`src/design/gds_pkg.sv`:
```
// ----------------------------------------------------------------------------
// gds_pkg
// Shared types, constants and calendar functions for the date subtractor.
// ----------------------------------------------------------------------------
package gds_pkg;

	localparam int OpW   = 3;
	localparam int AmtW  = 12;
	localparam int DayW  = 5;
	localparam int MonW  = 4;
	localparam int YearW = 14;

	localparam logic [MonW-1:0]  MONTH_JAN = 4'd1;
	localparam logic [MonW-1:0]  MONTH_FEB = 4'd2;
	localparam logic [MonW-1:0]  MONTH_DEC = 4'd12;
	localparam logic [DayW-1:0]  DAY_FIRST = 5'd1;
	localparam logic [DayW-1:0]  LEAP_FEB_LEN = 5'd29;
	localparam logic [DayW-1:0]  LONG_MONTH_LEN = 5'd31;
	localparam logic [YearW-1:0] YEAR_FIRST = 14'd1;

	// floor(y / 25) = (y * RECIP25) >> 17 for every 14-bit year
	localparam logic [27:0] RECIP25 = 28'd5243;

	localparam logic [DayW-1:0] MONTH_LEN [12] = '{
		5'd31, 5'd28, 5'd31, 5'd30, 5'd31, 5'd30,
		5'd31, 5'd31, 5'd30, 5'd31, 5'd30, 5'd31
	};

	typedef enum logic [OpW-1:0] {
		OP_DAYS      = 3'd0,
		OP_WEEKS     = 3'd1,
		OP_MONTHS    = 3'd2,
		OP_YEARS     = 3'd3,
		OP_DECADES   = 3'd4,
		OP_CENTURIES = 3'd5
	} op_t;

	typedef enum logic [2:0] {
		ST_IDLE,
		ST_START,
		ST_DAYS,
		ST_MONTHS,
		ST_YMUL,
		ST_YSUB,
		ST_YCLAMP,
		ST_FINISH
	} state_t;

	typedef struct packed {
		logic load;
		logic step_day;
		logic step_month;
		logic mul;
		logic ysub;
		logic yclamp;
		logic emit;
	} cmd_t;

	typedef struct packed {
		op_t  op;
		logic echo;
		logic walk_done;
		logic out_free;
	} stat_t;

	function automatic logic is_leap(input logic [YearW-1:0] y);
		logic [27:0] prod;
		logic [10:0] q;
		logic [14:0] q25;
		logic        div4;
		logic        div16;
		logic        div25;
		begin
			prod  = 28'(y) * RECIP25;
			q     = prod[27:17];
			q25   = {q, 4'b0000} + {1'b0, q, 3'b000} + {4'b0000, q};
			div25 = (q25 == 15'(y));
			div4  = (y[1:0] == 2'b00);
			div16 = (y[3:0] == 4'b0000);
			is_leap = div4 && (!div25 || div16);
		end
	endfunction

	function automatic logic [DayW-1:0] days_in_month(input logic [MonW-1:0] m,
		input logic [YearW-1:0] y);
		begin
			if (m == MONTH_FEB && is_leap(y)) begin
				days_in_month = LEAP_FEB_LEN;
			end else if (m < MONTH_JAN || m > MONTH_DEC) begin
				days_in_month = LONG_MONTH_LEN;
			end else begin
				days_in_month = MONTH_LEN[m - MONTH_JAN];
			end
		end
	endfunction

endpackage

```
`src/design/gregorian_date_subtract.sv`:
```
// ----------------------------------------------------------------------------
// gregorian_date_subtract
// Moves a Gregorian date back by a count of days, weeks, months, years,
// decades or centuries, one request at a time. A request is loaded and
// sorted by operation, worked, then handed over. Year, decade and century
// steps multiply, subtract and clamp the day; month steps go back one month
// per step; day and week steps walk the calendar a month at a time, a step
// toward the first of the month and a step across into the month before. A
// walk that runs past year 1 stops early. A new request is taken once the
// previous result sits in the output register, even if that result has not
// been collected. A result before year 1 echoes the input date with the
// underflow flag set; an unknown operation echoes it without the flag.
// ----------------------------------------------------------------------------
module gregorian_date_subtract #(
	parameter int COUNT_BITS = 12
) (
	input  logic        clk,
	input  logic        arst_n,
	input  logic        s_axis_tvalid,
	output logic        s_axis_tready,
	input  logic [39:0] s_axis_tdata,   // amount, in_day, in_month, in_year
	input  logic [2:0]  s_axis_tuser,   // operation
	output logic        m_axis_tvalid,
	input  logic        m_axis_tready,
	output logic [23:0] m_axis_tdata,   // out_day, out_month, out_year
	output logic [0:0]  m_axis_tuser    // underflow
);

	gds_pkg::cmd_t                cmd;
	gds_pkg::stat_t               st;
	logic [gds_pkg::DayW-1:0]     out_day;
	logic [gds_pkg::MonW-1:0]     out_month;
	logic [gds_pkg::YearW-1:0]    out_year;
	logic                         out_under;

	gds_ctrl u_ctrl (
		.clk      (clk),
		.arst_n   (arst_n),
		.in_valid (s_axis_tvalid),
		.in_ready (s_axis_tready),
		.st       (st),
		.cmd      (cmd)
	);

	gds_dp #(
		.COUNT_BITS (COUNT_BITS)
	) u_dp (
		.clk       (clk),
		.arst_n    (arst_n),
		.cmd       (cmd),
		.st        (st),
		.in_op     (s_axis_tuser),
		.in_amount (s_axis_tdata[11:0]),
		.in_day    (s_axis_tdata[16:12]),
		.in_month  (s_axis_tdata[20:17]),
		.in_year   (s_axis_tdata[34:21]),
		.out_ready (m_axis_tready),
		.out_valid (m_axis_tvalid),
		.out_day   (out_day),
		.out_month (out_month),
		.out_year  (out_year),
		.out_under (out_under)
	);

	assign m_axis_tdata = {1'b0, out_year, out_month, out_day};
	assign m_axis_tuser = out_under;

endmodule

```
`src/design/gds_dp.sv`:
```
// ----------------------------------------------------------------------------
// gds_dp
// Date datapath: input capture and correction, day and month walking, year
// multiply and subtract, and the output register.
// ----------------------------------------------------------------------------
module gds_dp #(
	parameter int COUNT_BITS = 12
) (
	input  logic                         clk,
	input  logic                         arst_n,
	input  gds_pkg::cmd_t                cmd,
	output gds_pkg::stat_t               st,
	input  logic [gds_pkg::OpW-1:0]      in_op,
	input  logic [gds_pkg::AmtW-1:0]     in_amount,
	input  logic [gds_pkg::DayW-1:0]     in_day,
	input  logic [gds_pkg::MonW-1:0]     in_month,
	input  logic [gds_pkg::YearW-1:0]    in_year,
	input  logic                         out_ready,
	output logic                         out_valid,
	output logic [gds_pkg::DayW-1:0]     out_day,
	output logic [gds_pkg::MonW-1:0]     out_month,
	output logic [gds_pkg::YearW-1:0]    out_year,
	output logic                         out_under
);

	localparam int CntW = (COUNT_BITS < gds_pkg::AmtW) ? COUNT_BITS : gds_pkg::AmtW;
	localparam int RemW = CntW + 3;
	localparam int PrdW = CntW + 7;
	localparam int CmpW = (PrdW > gds_pkg::YearW) ? PrdW : gds_pkg::YearW;

	gds_pkg::op_t                 op_q;
	logic                         echo_q;
	logic                         under_q;
	logic [RemW-1:0]              rem_q;
	logic [PrdW-1:0]              prod_q;
	logic [gds_pkg::DayW-1:0]     day_q;
	logic [gds_pkg::MonW-1:0]     mon_q;
	logic [gds_pkg::YearW-1:0]    yr_q;
	logic [gds_pkg::DayW-1:0]     raw_day_q;
	logic [gds_pkg::MonW-1:0]     raw_mon_q;
	logic [gds_pkg::YearW-1:0]    raw_yr_q;
	logic                         out_valid_q;
	logic [gds_pkg::DayW-1:0]     out_day_q;
	logic [gds_pkg::MonW-1:0]     out_mon_q;
	logic [gds_pkg::YearW-1:0]    out_yr_q;
	logic                         out_under_q;

	logic [CntW-1:0]              amt_c;
	logic                         op_known;
	logic [gds_pkg::MonW-1:0]     mon_c;
	logic [gds_pkg::DayW-1:0]     dim_in;
	logic [gds_pkg::DayW-1:0]     day_c;
	logic [RemW-1:0]              rem_c;
	logic [gds_pkg::MonW-1:0]     mon_dec;
	logic [gds_pkg::YearW-1:0]    yr_dec;
	logic [gds_pkg::DayW-1:0]     dim_prev;
	logic [gds_pkg::DayW-1:0]     dim_cur;
	logic [gds_pkg::DayW-1:0]     dm1;
	logic [6:0]                   unit_c;

	always_comb begin
		amt_c    = in_amount[CntW-1:0];
		op_known = (in_op <= gds_pkg::OpW'(gds_pkg::OP_CENTURIES));
		if (in_month < gds_pkg::MONTH_JAN) begin
			mon_c = gds_pkg::MONTH_JAN;
		end else if (in_month > gds_pkg::MONTH_DEC) begin
			mon_c = gds_pkg::MONTH_DEC;
		end else begin
			mon_c = in_month;
		end
		dim_in = gds_pkg::days_in_month(mon_c, in_year);
		if (in_day < gds_pkg::DAY_FIRST) begin
			day_c = gds_pkg::DAY_FIRST;
		end else if (in_day > dim_in) begin
			day_c = dim_in;
		end else begin
			day_c = in_day;
		end
		if (in_op == gds_pkg::OpW'(gds_pkg::OP_WEEKS)) begin
			rem_c = {amt_c, 3'b000} - RemW'(amt_c);
		end else begin
			rem_c = RemW'(amt_c);
		end
		mon_dec  = mon_q - gds_pkg::MONTH_JAN;
		yr_dec   = yr_q - gds_pkg::YEAR_FIRST;
		dim_prev = gds_pkg::days_in_month(mon_dec, yr_q);
		dim_cur  = gds_pkg::days_in_month(mon_q, yr_q);
		dm1      = day_q - gds_pkg::DAY_FIRST;
		case (op_q)
			gds_pkg::OP_YEARS:   unit_c = 7'd1;
			gds_pkg::OP_DECADES: unit_c = 7'd10;
			default:             unit_c = 7'd100;
		endcase
	end

	always_ff @(posedge clk or negedge arst_n) begin
		if (!arst_n) begin
			echo_q  <= 1'b0;
			under_q <= 1'b0;
		end else if (cmd.load) begin
			echo_q  <= !op_known;
			under_q <= op_known && (in_year == '0);
		end else if (cmd.step_day || cmd.step_month) begin
			if (mon_q == gds_pkg::MONTH_JAN && yr_q == gds_pkg::YEAR_FIRST &&
				(cmd.step_month || day_q == gds_pkg::DAY_FIRST)) begin
				under_q <= 1'b1;
			end
		end else if (cmd.ysub) begin
			if (CmpW'(prod_q) >= CmpW'(yr_q)) begin
				under_q <= 1'b1;
			end
		end
	end

	always_ff @(posedge clk) begin
		if (cmd.load) begin
			op_q      <= gds_pkg::op_t'(in_op);
			rem_q     <= rem_c;
			day_q     <= day_c;
			mon_q     <= mon_c;
			yr_q      <= in_year;
			raw_day_q <= in_day;
			raw_mon_q <= in_month;
			raw_yr_q  <= in_year;
		end else if (cmd.step_day && !under_q) begin
			if (day_q > gds_pkg::DAY_FIRST) begin
				if (rem_q >= RemW'(dm1)) begin
					rem_q <= rem_q - RemW'(dm1);
					day_q <= gds_pkg::DAY_FIRST;
				end else begin
					rem_q <= '0;
					day_q <= day_q - gds_pkg::DayW'(rem_q);
				end
			end else if (mon_q == gds_pkg::MONTH_JAN) begin
				if (yr_q != gds_pkg::YEAR_FIRST) begin
					rem_q <= rem_q - RemW'(1);
					mon_q <= gds_pkg::MONTH_DEC;
					yr_q  <= yr_dec;
					day_q <= gds_pkg::LONG_MONTH_LEN;
				end
			end else begin
				rem_q <= rem_q - RemW'(1);
				mon_q <= mon_dec;
				day_q <= dim_prev;
			end
		end else if (cmd.step_month && !under_q) begin
			if (mon_q == gds_pkg::MONTH_JAN) begin
				if (yr_q != gds_pkg::YEAR_FIRST) begin
					rem_q <= rem_q - RemW'(1);
					mon_q <= gds_pkg::MONTH_DEC;
					yr_q  <= yr_dec;
				end
			end else begin
				rem_q <= rem_q - RemW'(1);
				mon_q <= mon_dec;
				if (day_q > dim_prev) begin
					day_q <= dim_prev;
				end
			end
		end else if (cmd.mul) begin
			prod_q <= PrdW'(rem_q[CntW-1:0]) * PrdW'(unit_c);
		end else if (cmd.ysub) begin
			if (CmpW'(prod_q) < CmpW'(yr_q)) begin
				yr_q <= yr_q - gds_pkg::YearW'(prod_q);
			end
		end else if (cmd.yclamp) begin
			if (day_q > dim_cur) begin
				day_q <= dim_cur;
			end
		end
	end

	always_ff @(posedge clk or negedge arst_n) begin
		if (!arst_n) begin
			out_valid_q <= 1'b0;
		end else if (cmd.emit) begin
			out_valid_q <= 1'b1;
		end else if (out_ready) begin
			out_valid_q <= 1'b0;
		end
	end

	always_ff @(posedge clk) begin
		if (cmd.emit) begin
			if (echo_q || under_q) begin
				out_day_q <= raw_day_q;
				out_mon_q <= raw_mon_q;
				out_yr_q  <= raw_yr_q;
			end else begin
				out_day_q <= day_q;
				out_mon_q <= mon_q;
				out_yr_q  <= yr_q;
			end
			out_under_q <= under_q;
		end
	end

	always_comb begin
		st.op        = op_q;
		st.echo      = echo_q || under_q;
		st.walk_done = under_q || (rem_q == '0);
		st.out_free  = !out_valid_q || out_ready;
	end

	assign out_valid = out_valid_q;
	assign out_day   = out_day_q;
	assign out_month = out_mon_q;
	assign out_year  = out_yr_q;
	assign out_under = out_under_q;

	a_load_range: assert property (@(posedge clk) disable iff (!arst_n)
		cmd.load |=> (mon_q >= gds_pkg::MONTH_JAN && mon_q <= gds_pkg::MONTH_DEC &&
		day_q >= gds_pkg::DAY_FIRST))
		else $error("corrected date out of range after load");

	a_day_progress: assert property (@(posedge clk) disable iff (!arst_n)
		(cmd.step_day && !under_q && rem_q != '0) |=> (under_q || rem_q < $past(rem_q)))
		else $error("day walk made no progress");

	a_month_progress: assert property (@(posedge clk) disable iff (!arst_n)
		(cmd.step_month && !under_q && rem_q != '0) |=>
		(under_q || rem_q == $past(rem_q) - RemW'(1)))
		else $error("month walk did not advance by one");

	a_emit_valid: assert property (@(posedge clk) disable iff (!arst_n)
		cmd.emit |=> out_valid_q)
		else $error("result not held in output register");

endmodule

```
`src/design/gds_ctrl.sv`:
```
// ----------------------------------------------------------------------------
// gds_ctrl
// Sequencer: accepts a request, steers the datapath through the walk or the
// year subtraction and hands the result to the output register.
// ----------------------------------------------------------------------------
module gds_ctrl (
	input  logic            clk,
	input  logic            arst_n,
	input  logic            in_valid,
	output logic            in_ready,
	input  gds_pkg::stat_t  st,
	output gds_pkg::cmd_t   cmd
);

	gds_pkg::state_t state_q;
	gds_pkg::state_t state_d;

	always_ff @(posedge clk or negedge arst_n) begin
		if (!arst_n) begin
			state_q <= gds_pkg::ST_IDLE;
		end else begin
			state_q <= state_d;
		end
	end

	always_comb begin
		state_d  = state_q;
		cmd      = '0;
		in_ready = 1'b0;
		case (state_q)
			gds_pkg::ST_IDLE: begin
				in_ready = 1'b1;
				if (in_valid) begin
					cmd.load = 1'b1;
					state_d  = gds_pkg::ST_START;
				end
			end
			gds_pkg::ST_START: begin
				if (st.echo) begin
					state_d = gds_pkg::ST_FINISH;
				end else begin
					case (st.op)
						gds_pkg::OP_DAYS:   state_d = gds_pkg::ST_DAYS;
						gds_pkg::OP_WEEKS:  state_d = gds_pkg::ST_DAYS;
						gds_pkg::OP_MONTHS: state_d = gds_pkg::ST_MONTHS;
						default:            state_d = gds_pkg::ST_YMUL;
					endcase
				end
			end
			gds_pkg::ST_DAYS: begin
				if (st.walk_done) begin
					state_d = gds_pkg::ST_FINISH;
				end else begin
					cmd.step_day = 1'b1;
				end
			end
			gds_pkg::ST_MONTHS: begin
				if (st.walk_done) begin
					state_d = gds_pkg::ST_FINISH;
				end else begin
					cmd.step_month = 1'b1;
				end
			end
			gds_pkg::ST_YMUL: begin
				cmd.mul = 1'b1;
				state_d = gds_pkg::ST_YSUB;
			end
			gds_pkg::ST_YSUB: begin
				cmd.ysub = 1'b1;
				state_d  = gds_pkg::ST_YCLAMP;
			end
			gds_pkg::ST_YCLAMP: begin
				cmd.yclamp = 1'b1;
				state_d    = gds_pkg::ST_FINISH;
			end
			gds_pkg::ST_FINISH: begin
				if (st.out_free) begin
					cmd.emit = 1'b1;
					state_d  = gds_pkg::ST_IDLE;
				end
			end
			default: begin
				state_d = gds_pkg::ST_IDLE;
			end
		endcase
	end

endmodule
```
`config.mk`:
```
export PLATFORM = sky130hd
export DESIGN_NAME = gregorian_date_subtract
export DESIGN_NICKNAME = d
export VERILOG_FILES = /design/src/design/gds_pkg.sv /design/src/design/gregorian_date_subtract.sv /design/src/design/gds_dp.sv /design/src/design/gds_ctrl.sv
export SDC_FILE = /design/constraint.sdc
export NUM_CORES = 1
export LEC_CHECK = 0
export BUFFER_PORTS_ARGS = -buffer_cell sky130_fd_sc_hd__buf_4
export CAP_MARGIN = 25
export CORE_MARGIN = 4
export CORE_UTILIZATION = 60
export CTS_CLUSTER_SIZE = 24
export DETAILED_ROUTE_END_ITERATION = 10
export PLACE_DENSITY = 0.78
export RECOVER_POWER = 25
export SYNTH_ARGS = -nofsm -noshare
export SYNTH_HDL_FRONTEND = slang
export SYNTH_SLANG_ARGS = --single-unit
```
`constraint.sdc`:
```
create_clock -name clk -period 13.8 [get_ports clk]
set_clock_uncertainty 0.15 [all_clocks]
set_input_delay 2.07 -clock clk [delete_from_list [all_inputs] [get_ports clk]]
set_output_delay 2.07 -clock clk [all_outputs]
set_load 0.03 [all_outputs]
```
==> results.json <==
{
  "end_kind": "register",
  "failed_checks": "capacitance limit, slew limit",
  "via_per_inst": 6.05,
  "critPathLaunch": "s_axis_tdata[32]",
  "synth_area_leaders": "ha_1, fa_1, edfxtp_1",
  "antenna_found_initial": 1,
  "ant_nets": 0,
  "path_max_fanout": 10,
  "syn_nets": 2571,
  "rsz0062_at_grt": "false",
  "clock_sinks": 113,
  "drive_above_1_share": 0.0703,
  "clock_path_buffers": 2,
  "critPathMaxStageDelay_ps": 530,
  "cts_tree": "built",
  "grt_first_pass_wirelength_um": 76200,
  "die_w_um": 186,
  "ys_seq_elements": 113,
  "worstSetupStartpointType": "primary input",
  "gp_congestion": 0.978,
  "worst-r2r-setup-slack_ps": 2970,
  "worst_path_dominant_cell_family": "adder cells",
  "synth_top_area_frac": 0.233,
  "first_global_vias": 15200,
  "synthTopCellsByCount": "inv_1, ha_1, fa_1",
  "area_growth_syn_to_layout_pct": 7.85,
  "die_y_um": 186,
  "post-synth-top-count-cell": "inv_1",
  "cts_resized": 0,
  "cts_hold_buf": 0,
  "synth.largest_area_cell": "ha_1",
  "reg2reg_depth": 33,
  "crit_slowest_cell": "fa_1",
  "numCtsBuffers": 17,
  "worst_slew_pin_slew_ps": 1610,
  "ys_types": 83,
  "layout_min_cycle_time_ps": 11140,
  "core-area_sq_um": 30800,
  "synth_cells": 1992,
  "ioPinCount": 74,
  "wl_um": 47100,
  "grt_usage": 0.277,
  "clkSlewWorstSetupHoldPaths_ps": 60,
  "worstSetupPathType": "primary input to register",
  "cts_setup_buffers": 0,
  "hp-class": "register to register",
  "drc": 0,
  "seq_area_frac_synth": 0.178,
  "cts_root_buf": "clkbuf_16",
  "drv_cap": 1,
  "nFillCells": 2415,
  "yosysWarnings": 0,
  "hold_viol_final": 0,
  "grt_overflow_total": 0,
  "clock_latency_ps": 440,
  "hpwl_um": 37600,
  "numPortBuffers": 67,
  "synth_edf_count": 107,
  "outcome": "complete, but fails checks",
  "drtPass1Iterations": 6,
  "worstPathArrival_ps": 11160,
  "grt_max_degree": 61,
  "initial_core_util": 0.614,
  "fmax_ghz": 0.0898,
  "hold_path_end": "u_dp.out_day[4]",
  "nets": 2630,
  "r2r-start": "u_dp.yr_q[7]",
  "fp.dieArea_sq_um": 34500,
  "setup_tns_ps": 0,
  "n_antenna_cell": 0,
  "avgRoutedWirePerCell_um": 19.2,
  "vias": 14900,
  "crit_buf_inv": 6,
  "required_ps": 13820,
  "synthArstFlopShare": 0.0531,
  "rows": 64,
  "setup_violations": 0,
  "fin_crit_sh": 0.807,
  "first_iter_violations": 1200,
  "hp-start": "u_dp.raw_day_q[4]",
  "syn_avg_cell_area_sq_um": 9.51,
  "netlist_area_sq_um": 18900,
  "holdPathStages": 1,
  "cts_max_level": 4,
  "synth_flop_cell": "edfxtp_1",
  "r2r-end": "u_dp.day_q[1]",
  "finalMaxSlewViolations": 25,
  "max-slew-margin-rel": -0.0739
}
## cell type report
| class | count | area, sq um | area share |
|---|---|---|---|
| multi-input combinational | 1469 | 14000 | 0.686 |
| sequential | 113 | 3360 | 0.165 |
| timing repair buffer | 79 | 561 | 0.0274 |
| clock buffer | 17 | 425 | 0.0208 |
| clock inverter | 15 | 171 | 0.00839 |
| tap | 396 | 495 | 0.0243 |
| inverter | 371 | 1390 | 0.0682 |
## per-stage QoR
stage / setup slack (ps) / utilization / cell area [sq um] / hold WS [ps] / std cells
3_3_place_gp: 2430 / 0.644 / 19900 / 374 / 2426
6_report: 2660 / 0.663 / 20400 / 400 / 2460
2_1_floorplan: 3680 / - / 18900 / 336 / 1992
5_1_grt: 2110 / 0.663 / 20400 / 420 / 2460
3_5_place_dp: 2370 / 0.644 / 19900 / 383 / 2427
4_1_cts: 2770 / 0.664 / 20500 / 399 / 2459
## cells in the final DEF, fill, tap and decap left out, drive strengths merged, types with 6 or more instances in the layout
cell and count:
a2111oi 7, a211o 6, a211oi 16, a21o 22
a21oi 103, a22oi 10, a31oi 15, and2 17
and3 13, and4 6, buf 63, clkbuf 33
dfrtp 6, edfxtp 107, fa 179, ha 353
inv 379, mux2 25, nand2 107, nand3 42
nand4 23, nor2 89, nor2b 16, nor3 39
nor3b 6, nor4 7, o2111ai 6, o211ai 16
o21a 18, o21ai 63, o21bai 9, o221ai 6
o22ai 8, o31ai 16, or2 10, or3 15
or4 9, xnor2 99, xor2 21
## worst max-delay path by stage
stage	end	slack, ps	depth (start not counted)
3_5_place_dp	u_dp.day_q[1]	2370	39
2_1_floorplan	u_dp.day_q[1]	3680	39
6_report	u_dp.day_q[1]	2660	39
5_1_grt	u_dp.day_q[1]	2110	38
4_1_cts	u_dp.day_q[1]	2770	39
3_3_place_gp	u_dp.day_q[1]	2430	39
## per-layer routing
layer	global-route usage	part of all wire
met5	0	0.00038
met1	0.359	0.41
met3	0.0557	0.081
met4	0.0810	0.026
met2	0.474	0.48
## kinds of logic (layout without fill, tap and decap cells)
| kind of cell | after synthesis | in the layout | synth area share |
|---|---|---|---|
| AO/OA/AOI/OAI | 361 | 361 | 0.126 |
| multiplexers | 28 | 28 | 0.0164 |
| AND/OR/NAND/NOR | 423 | 423 | 0.115 |
| XOR/XNOR | 124 | 124 | 0.0602 |
| adder cells (fa/ha/maj) | 532 | 532 | 0.422 |
| buffers and inverters | 410 | 482 | 0.0828 |
| other | 1 | 1 | 0.000198 |
| flip-flops | 113 | 113 | 0.178 |
## flip-flops by register name (all words and copies together) (netlist names)
| register | flops |
|---|---|
| u_ctrl.state_q | 3 |
| u_dp.day_q | 5 |
| u_dp.echo_q | 1 |
| u_dp.mon_q | 4 |
| u_dp.op_q | 3 |
| u_dp.out_day | 5 |
| u_dp.out_month | 4 |
| u_dp.out_under | 1 |
| u_dp.out_valid | 1 |
| u_dp.out_year | 14 |
| u_dp.prod_q | 19 |
| u_dp.raw_day_q | 5 |
| u_dp.raw_mon_q | 4 |
| u_dp.raw_yr_q | 14 |
| u_dp.rem_q | 15 |
| u_dp.under_q | 1 |
| u_dp.yr_q | 14 |
Power is left out: the tool's default activity adds up to more than one toggle a clock period on the data nets, which glitch-free logic cannot reach.
